--- src/i2cms_pkg.sv ---
// Shared types, command codes and sequence lengths of the I2C master bit sequencer.
`default_nettype none

package i2cms_pkg;

	// Command codes carried in the opcode field.
	localparam logic [2:0] OP_START     = 3'd0;
	localparam logic [2:0] OP_STOP      = 3'd1;
	localparam logic [2:0] OP_WRITE     = 3'd2;
	localparam logic [2:0] OP_READ      = 3'd3;
	localparam logic [2:0] OP_SEND_ACK  = 3'd4;
	localparam logic [2:0] OP_READ_ACK  = 3'd5;

	// Write phases within one bit: drive data, raise SCL, lower SCL.
	localparam logic [1:0] PH_DATA = 2'd0;
	localparam logic [1:0] PH_HIGH = 2'd1;
	localparam logic [1:0] PH_LOW  = 2'd2;

	// Step at which a read byte takes its last bit.
	localparam logic [4:0] READ_LAST_STEP = 5'd16;

	// One input tick.
	typedef struct packed {
		logic       cmd_valid;
		logic [2:0] opcode;
		logic [7:0] tx_byte;
		logic       tx_ack;
		logic       sda_in;
	} tick_t;

	// One result beat.
	typedef struct packed {
		logic       scl_out;
		logic       sda_out;
		logic       busy_res;
		logic       done_res;
		logic [7:0] rx_byte;
		logic       rx_ack;
	} res_t;

	// Sequencer state held between ticks.
	typedef struct packed {
		logic       scl_level;
		logic       sda_level;
		logic [2:0] active_cmd;
		logic [4:0] step;
		logic [1:0] phase;
		logic       running;
		logic [7:0] shift_data;
		logic       ack_to_send;
		logic [7:0] received_byte;
		logic       received_ack;
	} state_t;

	localparam state_t STATE_RESET = '{
		scl_level:     1'b1,
		sda_level:     1'b1,
		active_cmd:    OP_START,
		step:          5'd0,
		phase:         PH_DATA,
		running:       1'b0,
		shift_data:    8'd0,
		ack_to_send:   1'b0,
		received_byte: 8'd0,
		received_ack:  1'b1
	};

	// Number of ticks each command takes.
	function automatic logic [4:0] seq_len(input logic [2:0] cmd);
		logic [4:0] len;
		case (cmd)
			OP_START:    len = 5'd4;
			OP_STOP:     len = 5'd3;
			OP_WRITE:    len = 5'd24;
			OP_READ:     len = 5'd17;
			OP_SEND_ACK: len = 5'd3;
			default:     len = 5'd3;
		endcase
		return len;
	endfunction

endpackage

`default_nettype wire

--- src/i2c_master_bit_sequencer_unit.sv ---
// Top level of the I2C master bit sequencer: state register, result register and skid stage.
//
// Usage:
// - Input channel tick (tick_valid, tick_stall): each beat is one bus tick carrying an
//   optional command, the byte or acknowledge level to send and the sampled SDA level.
//   A tick performs exactly one pin assignment; start takes 4 ticks, stop 3, write
//   byte 24, read byte 17, each acknowledge 3. Commands that arrive while busy are
//   ignored, as are unknown opcodes.
// - Output channel res (res_valid, res_stall): one beat per tick with the SCL and SDA
//   drive levels, busy, done and the last received byte and acknowledge.
// - The result of an accepted tick goes into the result register, or into the skid stage
//   when the receiver stalls. One tick is accepted every cycle while tick_stall is low;
//   the only work per tick is the step logic between the state and result registers.
// - When the receiver stalls, one further result is caught in a skid stage, after
//   which tick_stall rises until the skid stage drains.
// - Reset puts the bus lines high (idle), clears the sequencer and empties both
//   result stages; the received acknowledge reads 1 after reset.
`default_nettype none

module i2c_master_bit_sequencer_unit (
	input  var logic              clk,
	input  var logic              arst_n,
	input  var logic              tick_valid,
	output logic                  tick_stall,
	input  var i2cms_pkg::tick_t  tick,
	output logic                  res_valid,
	input  var logic              res_stall,
	output i2cms_pkg::res_t       res
);

	i2cms_pkg::state_t st_q;
	i2cms_pkg::state_t st_next;
	i2cms_pkg::res_t   step_res;
	i2cms_pkg::res_t   res_q;
	i2cms_pkg::res_t   skid_q;
	logic              res_valid_q;
	logic              skid_valid_q;
	logic              accept;

	assign tick_stall = skid_valid_q;
	assign accept     = tick_valid && !tick_stall;
	assign res_valid  = res_valid_q;
	assign res        = res_q;

	i2cms_step u_step (
		.st      (st_q),
		.tk      (tick),
		.st_next (st_next),
		.res     (step_res)
	);

	// Sequencer state advances on every accepted tick.
	always_ff @(posedge clk or negedge arst_n) begin
		if (!arst_n) begin
			st_q <= i2cms_pkg::STATE_RESET;
		end else if (accept) begin
			st_q <= st_next;
		end
	end

	// Result register and skid stage valid flags.
	always_ff @(posedge clk or negedge arst_n) begin
		if (!arst_n) begin
			res_valid_q  <= 1'b0;
			skid_valid_q <= 1'b0;
		end else if (!res_valid_q || !res_stall) begin
			if (skid_valid_q) begin
				res_valid_q  <= 1'b1;
				skid_valid_q <= 1'b0;
			end else begin
				res_valid_q <= accept;
			end
		end else if (accept) begin
			skid_valid_q <= 1'b1;
		end
	end

	// Result payloads.
	always_ff @(posedge clk) begin
		if (!res_valid_q || !res_stall) begin
			if (skid_valid_q) begin
				res_q <= skid_q;
			end else if (accept) begin
				res_q <= step_res;
			end
		end else if (accept) begin
			skid_q <= step_res;
		end
	end

	// A beat waits in the skid stage only behind a valid result.
	assert property (@(posedge clk) disable iff (!arst_n)
		skid_valid_q |-> res_valid_q)
		else $error("skid stage holds a beat while the result register is empty");

	// The last tick of a command never reports the sequencer as still busy.
	assert property (@(posedge clk) disable iff (!arst_n)
		res_valid_q |-> !(res_q.done_res && res_q.busy_res))
		else $error("done and busy reported together");

	// An unknown opcode on an idle sequencer starts nothing.
	assert property (@(posedge clk) disable iff (!arst_n)
		(accept && !st_q.running && tick.cmd_valid &&
		 (tick.opcode == 3'd6 || tick.opcode == 3'd7)) |=> !st_q.running)
		else $error("unknown opcode started a sequence");

	// A tick that completes a command leaves the sequencer idle.
	assert property (@(posedge clk) disable iff (!arst_n)
		(accept && step_res.done_res) |=> (!st_q.running && st_q.step == 5'd0))
		else $error("sequencer still running after its last tick");

endmodule

`default_nettype wire

--- src/i2cms_step.sv ---
// Next-state and result logic for one tick of the I2C master bit sequencer.
`default_nettype none

module i2cms_step (
	input  var i2cms_pkg::state_t st,
	input  var i2cms_pkg::tick_t  tk,
	output i2cms_pkg::state_t     st_next,
	output i2cms_pkg::res_t       res
);

	i2cms_pkg::state_t cur;
	logic              start;
	logic              done;
	logic [7:0]        shifted;

	// Launch a command when idle and the opcode is a known one.
	always_comb begin
		start = !st.running && tk.cmd_valid && (tk.opcode inside {[i2cms_pkg::OP_START :
			i2cms_pkg::OP_READ_ACK]});
		cur = st;
		if (start) begin
			cur.active_cmd  = tk.opcode;
			cur.step        = 5'd0;
			cur.phase       = i2cms_pkg::PH_DATA;
			cur.running     = 1'b1;
			cur.shift_data  = (tk.opcode == i2cms_pkg::OP_WRITE) ? tk.tx_byte : 8'd0;
			cur.ack_to_send = tk.tx_ack;
		end
	end

	assign shifted = {cur.shift_data[6:0], tk.sda_in};

	// Perform one pin assignment and advance the step counter.
	always_comb begin
		st_next = cur;
		done    = 1'b0;
		if (cur.running) begin
			case (cur.active_cmd)
				i2cms_pkg::OP_START: begin
					case (cur.step)
						5'd0:    st_next.sda_level = 1'b1;
						5'd1:    st_next.scl_level = 1'b1;
						5'd2:    st_next.sda_level = 1'b0;
						default: st_next.scl_level = 1'b0;
					endcase
				end
				i2cms_pkg::OP_STOP: begin
					case (cur.step)
						5'd0:    st_next.sda_level = 1'b0;
						5'd1:    st_next.scl_level = 1'b1;
						default: st_next.sda_level = 1'b1;
					endcase
				end
				i2cms_pkg::OP_WRITE: begin
					// The byte shifts left so that the bit on the wire is always bit 7.
					case (cur.phase)
						i2cms_pkg::PH_DATA: st_next.sda_level = cur.shift_data[7];
						i2cms_pkg::PH_HIGH: st_next.scl_level = 1'b1;
						default: begin
							st_next.scl_level  = 1'b0;
							st_next.shift_data = {cur.shift_data[6:0], 1'b0};
						end
					endcase
				end
				i2cms_pkg::OP_READ: begin
					if (cur.step == 5'd0) begin
						st_next.sda_level = 1'b1;
					end else if (cur.step[0]) begin
						st_next.scl_level = 1'b1;
					end else begin
						st_next.shift_data = shifted;
						st_next.scl_level  = 1'b0;
						if (cur.step == i2cms_pkg::READ_LAST_STEP) begin
							st_next.received_byte = shifted;
						end
					end
				end
				i2cms_pkg::OP_SEND_ACK: begin
					case (cur.step)
						5'd0:    st_next.sda_level = cur.ack_to_send;
						5'd1:    st_next.scl_level = 1'b1;
						default: st_next.scl_level = 1'b0;
					endcase
				end
				default: begin
					case (cur.step)
						5'd0:    st_next.sda_level = 1'b1;
						5'd1:    st_next.scl_level = 1'b1;
						default: begin
							st_next.received_ack = tk.sda_in;
							st_next.scl_level    = 1'b0;
						end
					endcase
				end
			endcase

			// Write phase cycles through its three pin assignments.
			st_next.phase = (cur.phase == i2cms_pkg::PH_LOW) ? i2cms_pkg::PH_DATA :
				cur.phase + 2'd1;

			if ({1'b0, cur.step} + 6'd1 >= {1'b0, i2cms_pkg::seq_len(cur.active_cmd)}) begin
				st_next.running = 1'b0;
				st_next.step    = 5'd0;
				done            = 1'b1;
			end else begin
				st_next.step = cur.step + 5'd1;
			end
		end
	end

	// Result of this tick, taken from the updated state.
	always_comb begin
		res.scl_out  = st_next.scl_level;
		res.sda_out  = st_next.sda_level;
		res.busy_res = st_next.running;
		res.done_res = done;
		res.rx_byte  = st_next.received_byte;
		res.rx_ack   = st_next.received_ack;
	end

endmodule

`default_nettype wire

--- config.mk ---
export PLATFORM = sky130hd
export DESIGN_NAME = i2c_master_bit_sequencer_unit
export DESIGN_NICKNAME = d
export VERILOG_FILES = /design/src/i2cms_pkg.sv /design/src/i2c_master_bit_sequencer_unit.sv /design/src/i2cms_step.sv
export SDC_FILE = /design/constraint.sdc
export NUM_CORES = 1
export LEC_CHECK = 0
export BUFFER_PORTS_ARGS = -buffer_cell sky130_fd_sc_hd__buf_2
export CAP_MARGIN = 20
export CORE_UTILIZATION = 39
export CTS_BUF_LIST = sky130_fd_sc_hd__clkbuf_8
export DETAILED_ROUTE_END_ITERATION = 10
export PLACE_DENSITY = 0.57
export SETUP_SLACK_MARGIN = 0.4
export SLEW_MARGIN = 20
export SYNTH_ARGS = -nofsm -noshare
export SYNTH_HDL_FRONTEND = slang
export SYNTH_SLANG_ARGS = --single-unit
--- constraint.sdc ---
create_clock -name clk -period 3.8 [get_ports clk]
set_clock_uncertainty 0.2 [all_clocks]
set_input_delay 0 -clock clk [delete_from_list [all_inputs] [get_ports clk]]
set_output_delay 0 -clock clk [all_outputs]
set_load 0.05 [all_outputs]
==> summary.txt, run 1 <==
Outcome
  • Outcome: completed

Global route
  • Global-route wire length before repair: 13.1 mm
  • Vias in the first global route: 2,476
  • Grt total ovfl: 0
  • Global Route Usage Sum: 20.1%
  • Largest net degree at the start of global routing: 34
  • Initial antenna violation count: 0

CTS
  • Clock buffer count from CTS: 9
  • Sinks on Clock Net: 59
  • Worst-path clk slew: 0.08 ns
  • CTS tree: yes
  • Worst-skew pair later-pin latency: 0.34 ns
  • H-tree Lvls: 3
  • Clk root buf: clkbuf_8
  • Clock Tree Buf Depth: 2

Logic synthesis
  • Most used DFF post-synth: dfrtp_1
  • Syn nets: 338
  • Top cell type's share of synthesized area: 24.5%
  • Synthesized area per cell: 10.1 um^2
  • Seq cells post-synth: 59
  • Share of flip-flops with an asynchronous set or reset: 55.9%
  • Synthesized instance count: 316
  • Cell variety after synth: 57
  • Top cells by area, synth: edfxtp_1, dfrtp_1, mux2_2
  • Synthesized area: 3190 um^2
  • Register area share after synthesis: 50.4%
  • Number of synthesized flops with an enable pin: 26
  • Synth Warn #: 0
  • Cell taking the most area after synthesis: edfxtp_1

Placement
  • Dpl hpwl: 5.35 mm
  • Placer Congestion: 0.967
  • Count of input and output buffers: 32
  • Setup Slack @ Placement: 0.722 ns

Floorplanning
  • Die Width: 92.5 um
  • Total die area: 8550 um^2
  • Initial core utilization: 40.9%
  • Die H: 92.5 um
  • Placeable Area: 7810 um^2
  • FP Rows: 32
  • IO Pins: 33

Cells and area
  • Fin nets: 388
  • Ant. Diodes: 0
  • # fillers: 732
  • Layout cells sized above 1: 22.6%
  • Final Util: 49.5%
  • Synth-to-layout area growth: 21.0%

Flow run
  • Max_cap viols: 0

Timing
  • Post-layout min period: 3.13 ns
  • Sum Neg Setup Slack: 0 ns
  • Slew HR: 48.0%
  • Max Slew Vio Count: 0
  • Fmax: 319 MHz
  • Final Hold Vio Count: 0
  • Worst setup margin: 0.666 ns
  • Setup violations, final: 0
  • Final period util: 82.5%
  • RSZ-0062 raised after global routing: no
  • Slew @ Worst Pin: 0.780 ns

Critical path
  • CP endpoint kind: flop
  • CP max-delay cell: o22a_1
  • Crit path cell chain: buf_4 > nor3b_1 > o22a_1 > nand2_1 > ha_1 > a21o_1 > a21oi_1 > o21ai_0 > o21bai_1 > and2_1 > mux2_2
  • Critical Path AT: 3.02 ns
  • Register-to-register path setup slack: 0.67 ns
  • Delay of the slowest critical-path stage: 0.46 ns
  • Buffers & Inverters on Critical Path: 1
  • CP Launch Type: flop
  • CP Class: flop to flop
  • Worst Path Max Fanout: 14
  • Worst Path Required: 3.68 ns
  • Top delay family on crit path: compound AO/OA/AOI/OAI gates

Power
  • Pleak: 1.54 nW
  • VDD IR max: 0.000217 V
  • Pwr dens: 678 nW/um^2

Detailed routing
  • Via-per-instance ratio: 5.53
  • Wl on met1: 3.90 mm
  • Total number of vias: 2,615
  • Drt pass-1 iters: 5
  • Remaining DRCs: 0
  • ANT nets after route: 0
  • Routed met3 length: 326 um
  • WL met2: 3.45 mm
  • Highest Signal Layer: met4
  • WL final: 7.82 mm
  • Routed wire per std cell: 16.5 um
  • Iteration-0 DRC Markers: 146

Min path
  • Hold Crit Class: input port to flop
==> worst register-to-register path: cells and delay by family, from the launching register on <==
| family | cells | cell delay, ns |
|---|---|---|
| AND/OR/NAND/NOR | 3 | 0.55 |
| buffers and inverters | 1 | 0.18 |
| AO/OA/AOI/OAI | 5 | 0.99 |
| flip-flops | 1 | 0.38 |
| adder cells (fa/ha/maj) | 1 | 0.32 |
| multiplexers | 1 | 0.25 |
==> metal layers <==
layer | track usage (%) | up-vias
met4 | 7.68 | 0
li1 | - | 1280
met2 | 29.0 | 71
met5 | 0 | -
met1 | 29.7 | 1253
met3 | 3.69 | 11
==> final timing paths <==
check / start / end / depth (start not counted)
min: tick[11] / st_q[27] / 3
min in group asynchronous: arst_n / st_q[9] / 2
max: st_q[18] / res[9] / 11
min reg2reg: st_q[4] / st_q[4] / 2
max in group asynchronous: arst_n / tick_stall / 2
max reg2reg: st_q[18] / res[9] / 11
==> per-stage QoR <==
| step | hold slack (ns) | total power, mW | area [um^2] | cells |
|---|---|---|---|---|
| after global placement | -0.0590 | 1.95 | 3470 | 440 |
| after floorplan | -0.496 | 1.68 | 3190 | 316 |
| after detailed placement | -0.0652 | 1.96 | 3470 | 440 |
| after CTS | 0.0359 | 2.63 | 3860 | 473 |
| after global routing | 0.0763 | 2.78 | 3860 | 473 |
| final | 0.0451 | 2.62 | 3860 | 473 |
==> registers in the layout, indices dropped and copies added, names as in the netlist <==
register / count
res: 13
res_valid: 1
skid_q: 13
st_q: 31
tick_stall: 1
==> cells in the mapped netlist (2+ instances only) <==
cell and number:
nor3b_1 2, nor2b_1 3, a22o_1 9, nor2_1 22, o21ai_0 32, a21boi_0 2
a22oi_1 7, xor2_1 3, and2_1 3, nand2b_1 4, a21oi_1 18, edfxtp_1 26
nand2_1 48, a211oi_1 2, o22a_1 2, nor3_1 3, inv_1 4, and3_1 2
a32oi_1 2, o22ai_1 3, dfstp_2 3, dfrtp_1 30, o31ai_1 2, nand3_1 7
buf_2 3, clkbuf_1 15, a21o_1 3, mux2_2 16, ha_1 4, nand4_1 3
a31oi_1 4, o41ai_1 4
==> placed cells by master (no fill, tap or decap), types with 2 or more instances in the layout <==
cell and instances:
a211oi_1 2, a21boi_0 2, a21o_1 3, a21oi_1 18, a22o_1 9, a22oi_1 7
a31oi_1 4, a32oi_1 2, and2_1 3, and3_1 2, buf_2 32, buf_4 10
bufinv_16 2, clkbuf_8 9, clkinv_4 3, dfrtp_1 30, dfstp_2 3, dlygate4sd3_1 17
edfxtp_1 26, ha_1 4, inv_1 4, mux2_2 16, nand2_1 48, nand2b_1 4
nand3_1 7, nand4_1 3, nor2_1 21, nor2b_1 3, nor3_1 3, nor3b_1 2
o21ai_0 32, o22a_1 2, o22ai_1 3, o31ai_1 2, o41ai_1 4, xor2_1 3
==> report_power, final <==
| part | leakage [nW] | switching (mW) | total (mW) | internal (mW) |
|---|---|---|---|---|
| logic | 0.747 | 0.606 | 1.01 | 0.408 |
| clock network | 0.114 | 0.274 | 0.648 | 0.373 |
| registers | 0.683 | 0.137 | 0.958 | 0.821 |
==> logic make-up after synthesis <==
family | Yosys count | share of synthesized area [%]
AOI/OAI and AO/OA | 105 | 22.8
xor gates and xnor gates | 4 | 1.10
adders and majority gates | 4 | 1.57
buffers and inverters | 24 | 3.29
DFF | 59 | 50.4
muxes | 16 | 5.64
and+or+nand+nor | 104 | 15.2
==> cell type report <==
class / count / area, um^2 / share of cell area [%]
multi-input combinational: 233 / 1480 / 38.3
inverter: 4 / 15.0 / 0.389
sequential: 59 / 1610 / 41.7
tap: 102 / 128 / 3.30
clock inverter: 7 / 100 / 2.59
clock buffer: 9 / 124 / 3.21
timing repair buffer: 59 / 405 / 10.5
==> timing repair <==
| action | in CTS | in global routing |
|---|---|---|
| gates resized for setup | 0 | 0 |
| hold buffers | 17 | 0 |
| hold endpoints to repair | 69 | 0 |
| setup buffers | 0 | 0 |
(Power assumes the default switching activity.)
==> run 2: changes to the inputs <==
==> constraint.sdc (replaced) <==
create_clock -name clk -period 3.1 [get_ports clk]
set_clock_uncertainty 0.2 [all_clocks]
set_input_delay 0 -clock clk [delete_from_list [all_inputs] [get_ports clk]]
set_output_delay 0 -clock clk [all_outputs]
set_load 0.05 [all_outputs]
==> summary.txt, run 2 (synthesized netlist as in run 1, its figures left out) <==
Detailed routing
  • ANT nets after route: 0
  • Remaining DRCs: 0
  • Via-per-instance ratio: 5.55
  • WL final: 7.73 mm
  • Total number of vias: 2,708
  • Iteration-0 DRC Markers: 147
  • Routed wire per std cell: 15.8 um
  • Drt pass-1 iters: 5

Cells and area
  • Synth-to-layout area growth: 28.7%
  • Ant. Diodes: 0
  • Max reg flops: 31
  • Commonest non-fill, non-tap cell in the layout: nand2_1
  • Layout cells sized above 1: 31.6%
  • Largest reg by FF count: st_q
  • Footprint of the multi-input gates: 1600 um^2
  • # fillers: 735
  • FF/Latch Area: 1620 um^2
  • Most frequent cells in the layout: nand2_1, buf_2, o21ai_0
  • Fin nets: 403

Timing
  • Final period util: 85.5%
  • Setup violations, final: 0
  • RSZ-0062 raised after global routing: yes
  • Slew @ Worst Pin: 0.789 ns
  • Sum Neg Setup Slack: 0 ns
  • Max Slew Vio Count: 0
  • Slew HR: 47.4%
  • Final Hold Vio Count: 0
  • Worst setup margin: 0.451 ns
  • Post-layout min period: 2.65 ns
  • Fmax: 377 MHz

Critical path
  • CP Class: flop to flop
  • CP max-delay cell: dfrtp_2
  • CP endpoint kind: flop
  • Critical Path AT: 2.54 ns
  • Delay of the slowest critical-path stage: 0.43 ns
  • R2r startpoint: st_q[18]
  • CP Launch Type: flop
  • Worst Path Required: 2.99 ns
  • Crit path cell chain: nand2b_4 > o21ai_4 > and2_4 > nand2_2 > ha_4 > a21o_1 > a21oi_1 > o21ai_1 > o21bai_4 > and2_4 > mux2_2
  • Cell repeated most along the worst path: and2_4
  • Reg2Reg Depth: 11
  • Crit. Startpoint: st_q[18]
  • Worst Path Max Fanout: 6

Floorplanning
  • IO Pins: 33
  • Placeable Area: 7810 um^2
  • Initial core utilization: 40.9%
  • Die H: 92.5 um
  • Total die area: 8550 um^2
  • FP Rows: 32
  • Die Width: 92.5 um

Min path
  • Hold_sp: tick[13]
  • Hold Crit Class: input port to flop
  • Worst hold path stage count: 3

CTS
  • Clk root buf: clkbuf_8
  • Clock buffer count from CTS: 9
  • Sinks on Clock Net: 59
  • H-tree Lvls: 3
  • Worst-path clk slew: 0.07 ns
  • CTS tree: yes
  • Worst-skew pair later-pin latency: 0.34 ns
  • Clock Tree Buf Depth: 2

Global route
  • Global-route wire length before repair: 12.5 mm
  • Largest net degree at the start of global routing: 34
  • Initial antenna violation count: 0
  • Vias in the first global route: 2,503
  • Global Route Usage Sum: 19.0%
  • Grt total ovfl: 0

Placement
  • Placer Congestion: 0.856
  • Dpl hpwl: 5.36 mm
  • Setup Slack @ Placement: 0.113 ns
  • Count of input and output buffers: 32

Flow run
  • Max_cap viols: 0

Power
  • Pleak: 1.64 nW
  • VDD IR max: 0.000312 V
  • Pwr dens: 851 nW/um^2

Outcome
  • Outcome: completed
run 2: cell types whose count changed in the layout (fill, tap and decap cells not counted), moves of 2 or more:
cell | previous run | this run
ha_1 | 4 | 2
nand3_1 | 7 | 5
dfrtp_1 | 30 | 26
dfrtp_2 | 0 | 4
and2_4 | 0 | 2
buf_4 | 10 | 22
o21ai_0 | 32 | 30
and2_1 | 3 | 1
nand3_2 | 0 | 2
run 2: worst paths after layout:
check	endpoint	slack [ns]
worst max register to register	res[9]	0.45
worst max-delay path	res[9]	0.45
worst min-delay path	skid_q[10]	0.05
worst min register to register	st_q[5]	0.28
min in group asynchronous	st_q[9]	0.08
max in group asynchronous	st_q[21]	2.07
run 2: layer usage:
| layer | track usage, % | vias up | share of wire (%) |
|---|---|---|---|
| met3 | 3.53 | 14 | 4.9 |
| met4 | 8.07 | 0 | 1.8 |
| met5 | 0 | - | 0 |
| met1 | 27.3 | 1291 | 49 |
| met2 | 28.0 | 90 | 44 |
| li1 | - | 1313 | - |
run 2: per-stage QoR:
step	total power, mW	hold WS (ns)	std cells	utilization (%)	cell area (um^2)
after floorplan	2.13	-0.496	316	-	3240
after global placement	2.45	-0.0710	446	45.4	3540
after detailed placement	2.46	-0.0635	446	45.4	3540
after CTS	3.41	0.0242	485	51.4	4010
after global routing	3.69	0.0604	488	52.6	4110
final	3.50	0.0543	488	52.6	4110
run 2: worst max-delay path: cells and delay by family, from the launching register on:
family          cells  cell delay (ns)
simple gates        4             0.61
mux                 1             0.25
flops               1             0.43
compound gates      5             0.71
fa+ha+maj           1             0.21
run 2: layout make-up:
cell class                      instances  share of cell area (%)
Sequential cell                        59                    39.3
Multi-Input combinational cell        234                    39.0
Timing Repair Buffer                   73                    12.8
Tap cell                              102                    3.11
Clock buffer                            9                    3.01
Clock inverter                          7                    2.44
Inverter                                4                   0.365
run 2: where the power goes:
part	internal, mW	leakage (nW)	switching (mW)
combinational	0.689	0.851	0.860
sequential	1.01	0.678	0.151
clock	0.458	0.114	0.330
total	2.16	1.64	1.34
run 2: timing repair:
item | in CTS | in global routing
gates resized for setup | 7 | 15
hold endpoints to repair | 75 | 0
gates cloned | 0 | 1
endpoints found under the setup margin | 9 | 16
buffers inserted | 6 | 2
pin swaps | 1 | 8
hold buffers | 17 | 0
